==> src/rtl/accumulator_machine_execute_macros.svh <==
// ----------------------------------------------------------------------------
// accumulator_machine_execute_macros
// Assertion macros for the accumulator machine execute unit.
// ----------------------------------------------------------------------------
`ifndef ACCUMULATOR_MACHINE_EXECUTE_MACROS_SVH
`define ACCUMULATOR_MACHINE_EXECUTE_MACROS_SVH
`define AME_ASSERT_IMPL(lbl, clk, rst, a, c, msg) \
   lbl: assert property (@(posedge clk) disable iff (rst) (a) |-> (c)) else $error(msg);
`define AME_ASSERT_NEXT(lbl, clk, rst, a, c, msg) \
   lbl: assert property (@(posedge clk) disable iff (rst) (a) |=> (c)) else $error(msg);
`endif

==> src/rtl/ame_pkg.sv <==
// ----------------------------------------------------------------------------
// ame_pkg
// Types and constants shared by the accumulator machine execute unit.
// ----------------------------------------------------------------------------
`default_nettype none
package ame_pkg;
   localparam int WORD_W = 32;
   localparam int ADDR_W = 7;
   localparam int FUNC_W = 4;
   localparam int ERR_W  = 2;

   typedef enum logic [FUNC_W-1:0] {
      FN_READ = 4'd0, FN_WRITE = 4'd1, FN_LOAD = 4'd2, FN_STORE = 4'd3,
      FN_ADD = 4'd4, FN_SUB = 4'd5, FN_DIV = 4'd6, FN_MUL = 4'd7,
      FN_BR = 4'd8, FN_BRNEG = 4'd9, FN_BRZERO = 4'd10, FN_HALT = 4'd11
   } func_type;

   localparam logic [ERR_W-1:0] ERR_NONE  = 2'd0;
   localparam logic [ERR_W-1:0] ERR_DIV0  = 2'd1;
   localparam logic [ERR_W-1:0] ERR_RANGE = 2'd2;

   typedef enum logic [2:0] {
      ST_CLEAR, ST_IDLE, ST_READ, ST_EXEC, ST_DIV, ST_MUL, ST_DONE
   } state_type;

   typedef struct packed {
      logic clear_step;   // write zero at clear pointer
      logic capture;      // latch request, issue memory read
      logic exec;         // execute ops and div/mul launch
      logic div_step;     // one quotient bit
      logic mul_finish;   // saturate product
      logic div_finish;   // saturate quotient
   } cmd_type;

   typedef struct packed {
      logic clear_done;
      logic is_div;       // divide launched this exec
      logic is_mul;
      logic div_done;
   } status_type;

   typedef struct packed {
      logic signed [WORD_W-1:0] write_value;
      logic                     write_valid;
      logic signed [WORD_W-1:0] acc_value;
      logic [ADDR_W-1:0]        next_counter;
      logic [ERR_W-1:0]         error_code;
      logic                     halted;
   } rsp_type;

   typedef struct packed {
      logic [FUNC_W-1:0]        func;
      logic [ADDR_W-1:0]        address;
      logic signed [WORD_W-1:0] read_value;
   } req_type;
endpackage
`default_nettype wire

==> src/rtl/ame_ctrl.sv <==
// ----------------------------------------------------------------------------
// ame_ctrl
// Sequencer: clear sweep, instruction fetch, execute, multi-cycle ops, output.
// ----------------------------------------------------------------------------
`default_nettype none
module ame_ctrl (
   input  wire logic                clock,
   input  wire logic                reset,
   input  wire logic                req_valid,
   output logic                     req_ready,
   output logic                     rsp_valid,
   input  wire logic                rsp_ready,
   output ame_pkg::cmd_type         cmd,
   input  wire ame_pkg::status_type sts
);
   ame_pkg::state_type state_ff, state_in;

   always_ff @(posedge clock) begin
      if (reset) begin
         state_ff <= ame_pkg::ST_CLEAR;
      end else begin
         state_ff <= state_in;
      end
   end

   always_comb begin
      state_in  = state_ff;
      cmd       = '0;
      req_ready = 1'b0;
      rsp_valid = 1'b0;
      case (state_ff)
         ame_pkg::ST_CLEAR: begin
            cmd.clear_step = 1'b1;
            if (sts.clear_done) state_in = ame_pkg::ST_IDLE;
         end
         ame_pkg::ST_IDLE: begin
            req_ready = 1'b1;
            if (req_valid) begin
               cmd.capture = 1'b1;
               state_in    = ame_pkg::ST_READ;
            end
         end
         ame_pkg::ST_READ: state_in = ame_pkg::ST_EXEC;
         ame_pkg::ST_EXEC: begin
            cmd.exec = 1'b1;
            if (sts.is_div) state_in = ame_pkg::ST_DIV;
            else if (sts.is_mul) state_in = ame_pkg::ST_MUL;
            else state_in = ame_pkg::ST_DONE;
         end
         ame_pkg::ST_DIV: begin
            cmd.div_step = 1'b1;
            if (sts.div_done) begin
               cmd.div_finish = 1'b1;
               state_in = ame_pkg::ST_DONE;
            end
         end
         ame_pkg::ST_MUL: begin
            cmd.mul_finish = 1'b1;
            state_in = ame_pkg::ST_DONE;
         end
         ame_pkg::ST_DONE: begin
            rsp_valid = 1'b1;
            if (rsp_ready) state_in = ame_pkg::ST_IDLE;
         end
         default: state_in = ame_pkg::ST_CLEAR;
      endcase
   end
endmodule
`default_nettype wire

==> config.mk <==
export PLATFORM = sky130hd
export DESIGN_NAME = ame_ctrl
export DESIGN_NICKNAME = d
export VERILOG_FILES = /design/src/rtl/accumulator_machine_execute_macros.svh /design/src/rtl/ame_pkg.sv /design/src/rtl/ame_ctrl.sv
export SDC_FILE = /design/constraint.sdc
export NUM_CORES = 1
export LEC_CHECK = 0
export ABC_AREA = 1
export ABC_CLOCK_PERIOD_IN_PS = 1240
export BUFFER_PORTS_ARGS = -buffer_cell sky130_fd_sc_hd__buf_2
export CORE_AREA = 2 2 39 41
export DETAILED_ROUTE_END_ITERATION = 6
export DIE_AREA = 0 0 41 43
export RECOVER_POWER = 100
export SYNTH_ARGS = -nofsm -noshare
export SYNTH_HDL_FRONTEND = slang
export SYNTH_SLANG_ARGS = --single-unit
==> constraint.sdc <==
create_clock -name clock -period 1.24 [get_ports clock]
set_input_delay 0.124 -clock clock [delete_from_list [all_inputs] [get_ports clock]]
set_output_delay 0.124 -clock clock [all_outputs]
set_load 0.01 [all_outputs]
==> flow_metrics.tcl <==
set metrics [dict create \
    die-area_um2 1760 \
    cts_buffers 3 \
    p_clk_share_pct 16.1 \
    p_seq_share_pct 22.7 \
    clock.fmax_ghz 0.849 \
    worst_pin_slew_ps 173 \
    hold_viol 0 \
    synth_simple_gate_area_share_pct 55.4 \
    synth_top_cell_by_area "dfxtp_1" \
    grt_pass1_vias 306 \
    area_growth_pct 75.2 \
    holdWs_ps 143 \
    min_delay_path_depth 4 \
    r2r-end "state_ff[1]" \
    firstDrtPassIters 4 \
    min-delay-start "reset" \
    synth_edf_count 0 \
    yosys.area_share.adder_pct 0 \
    synth_commonest_cells "nor2_1, nand2_1, inv_1" \
    dp_hpwl_um 543 \
    synth_top_area_share_pct 21.6 \
    core_um2 1380 \
    whs_endpoint "state_ff[2]" \
    cts_tree "yes" \
    io_pins 16 \
    rsz0062_at_grt "true" \
    irDropWorstVdd_mv 0.803 \
    setup_violations 0 \
    synth.most_common_cell "nor2_1" \
    ant_nets 0 \
    ys_ff_latch 3 \
    layout-drive-gt1-share_pct 46.8 \
    p_total_uw 1050 \
    drt_iter0_drc 5 \
    num_antenna_cells 0 \
    grt_pass1_wl_um 1120 \
    cp-end-kind "output port" \
    synth_top_family_by_area "simple AND/OR/NAND/NOR gates" \
    syn_avg_cell_area_um2 5.05 \
    status "completed" \
    synthFlopType "dfxtp_1" \
    grt_max_degree 8 \
    muxShareOfSynthArea_pct 0 \
    clk_path_buf_depth 2 \
    numClockSinks 3 \
    nFillCells 166 \
    die_w_um 41 \
    clock_skew_ps 2.49 \
    largest_reg_flops 3 \
    drv_slew 0 \
    cts-root-buf "clkbuf_4" \
    ys_types 10 \
    fin_crit_sh_pct 95.0 \
    top_register "state_ff" \
    htreeDepth 1 \
    place.port_buffers 15 \
    viasPerCell 4.03 \
    ys_async_sr_fraction_pct 0 \
    r2r_slack_ps 80 \
    r2r_cells 9 \
    initial_utilization_pct 20.1 \
    ys_warn_count 0 \
    synth_compound_area_share_pct 5.41 \
    grt_util_all_layers_pct 9.82 \
    arrival_ps 1050 \
    grt.overflow.total 0 \
    cp_max_fo 5 \
    power_frac_comb_pct 61.2 \
    wl_per_cell_um 7.86 \
    largest_registers "state_ff: 3 flops" \
    p_per_area_nw_per_um2 2160 \
    cp.required_ps 1120 \
    fin_crit_ps 1180 \
    row_count 14 \
    power.switching_uw 477 \
    gp_congestion 0.685 \
    drt_wl_total_um 747 \
    drcViolationCount 0 \
    antenna_found_initial 0 \
    critPathKind "reg -> out" \
    rr_startpoint "state_ff[0]" \
    clkTransAtPathRegs_ps 40 \
    ys_seq_area_share_pct 21.6 \
    synth_area_leaders "dfxtp_1, nor2_1, nand2_1" \
    swShare_pct 45.4 \
    syn_inst 55 \
    fin_nets 88 \
    cp-start-kind "flop" \
    synth_area_um2 278 \
    syn_nets 63 \
    p_leak_uw 0.000290 \
    p_int_uw 574 \
    die-height_um 43 \
    min-delay-path-class "in -> reg" \
    cts_hold_buffers 0 \
    cap_viol_max_count 0 \
    relSlewSlack_pct 88.4 \
    clk_latency_ps 230 \
    synth_xor_area_share_pct 0 \
    vias 383 \
]
[layer usage]
metal | GRT usage, % | routed length [um]
met3 | 6.28 | 61
met1 | 10.2 | 350
met2 | 14.1 | 329
met5 | 0 | 0
met4 | 6.00 | 5
[how the worst max path moves through the flow]
stage                           start     endpoint  slack, ps
after floorplan           state_ff[2]  state_ff[1]        150
after global placement    state_ff[1]  state_ff[1]         50
after detailed placement  state_ff[1]  state_ff[1]         60
after CTS                 state_ff[2]       cmd[0]         -3
after global routing      state_ff[0]  state_ff[1]        -20
final                     state_ff[0]       cmd[4]         60
[critical path, cell delays in order, from the launching register on]
cell     delay [ps]
dfxtp_4         370
inv_2            50
nor2_4          100
inv_2            60
nor3_2           90
buf_2           150
[area by class of cell]
class / count / area, um^2 / area share, %
inverters: 11 / 43.8 / 9.00
well taps: 16 / 20.0 / 4.11
clock buffers: 4 / 26.3 / 5.40
flip-flops and latches: 3 / 71.3 / 14.7
repair buffers: 21 / 124 / 25.4
multi-input cells: 40 / 201 / 41.4
[timing repair]
item	CTS	global route
setup endpoints to repair	6	8
buffers inserted	2	1
resized for setup	10	9
pin swaps	2	1
hold endpoints to repair	0	0
[power by group through the flow]
stage	Clock, uW	Sequential, uW	Combinational (uW)
floorplan	0	173	371
global placement	0	192	512
detailed placement	0	194	509
CTS	179	212	582
global route	193	250	728
finish	169	239	643
[cells by family (layout without fill, tap and decap cells)]
logic type | count (synthesis) | in the layout
simple gates | 38 | 38
buf+inv | 12 | 36
flops | 3 | 3
compound gates | 2 | 2
[cells in the final DEF, fill, tap and decap left out, drive strengths merged]
cell type	netlist	layout
buf	1	21
nor2	18	18
nand2	15	15
inv	11	11
clkbuf	0	4
nand3	3	3
dfxtp	3	3
nor3	2	2
a21boi	1	1
o211ai	1	1
[per-stage QoR]
| step | utilization [%] | TNS, ps | area [um^2] | setup WS (ps) | instances |
|---|---|---|---|---|---|
| global route | 35.2 | -48.7 | 487 | -20.6 | 95 |
| CTS | 32.7 | -2.63 | 453 | -2.63 | 94 |
| floorplan | - | 0 | 278 | 148 | 55 |
| detailed placement | 28.0 | 0 | 388 | 56.5 | 88 |
| finish | 35.2 | 0 | 487 | 62.1 | 95 |
| global placement | 28.0 | 0 | 388 | 51.8 | 88 |
Note: power is estimated with default switching activity, not from simulation.
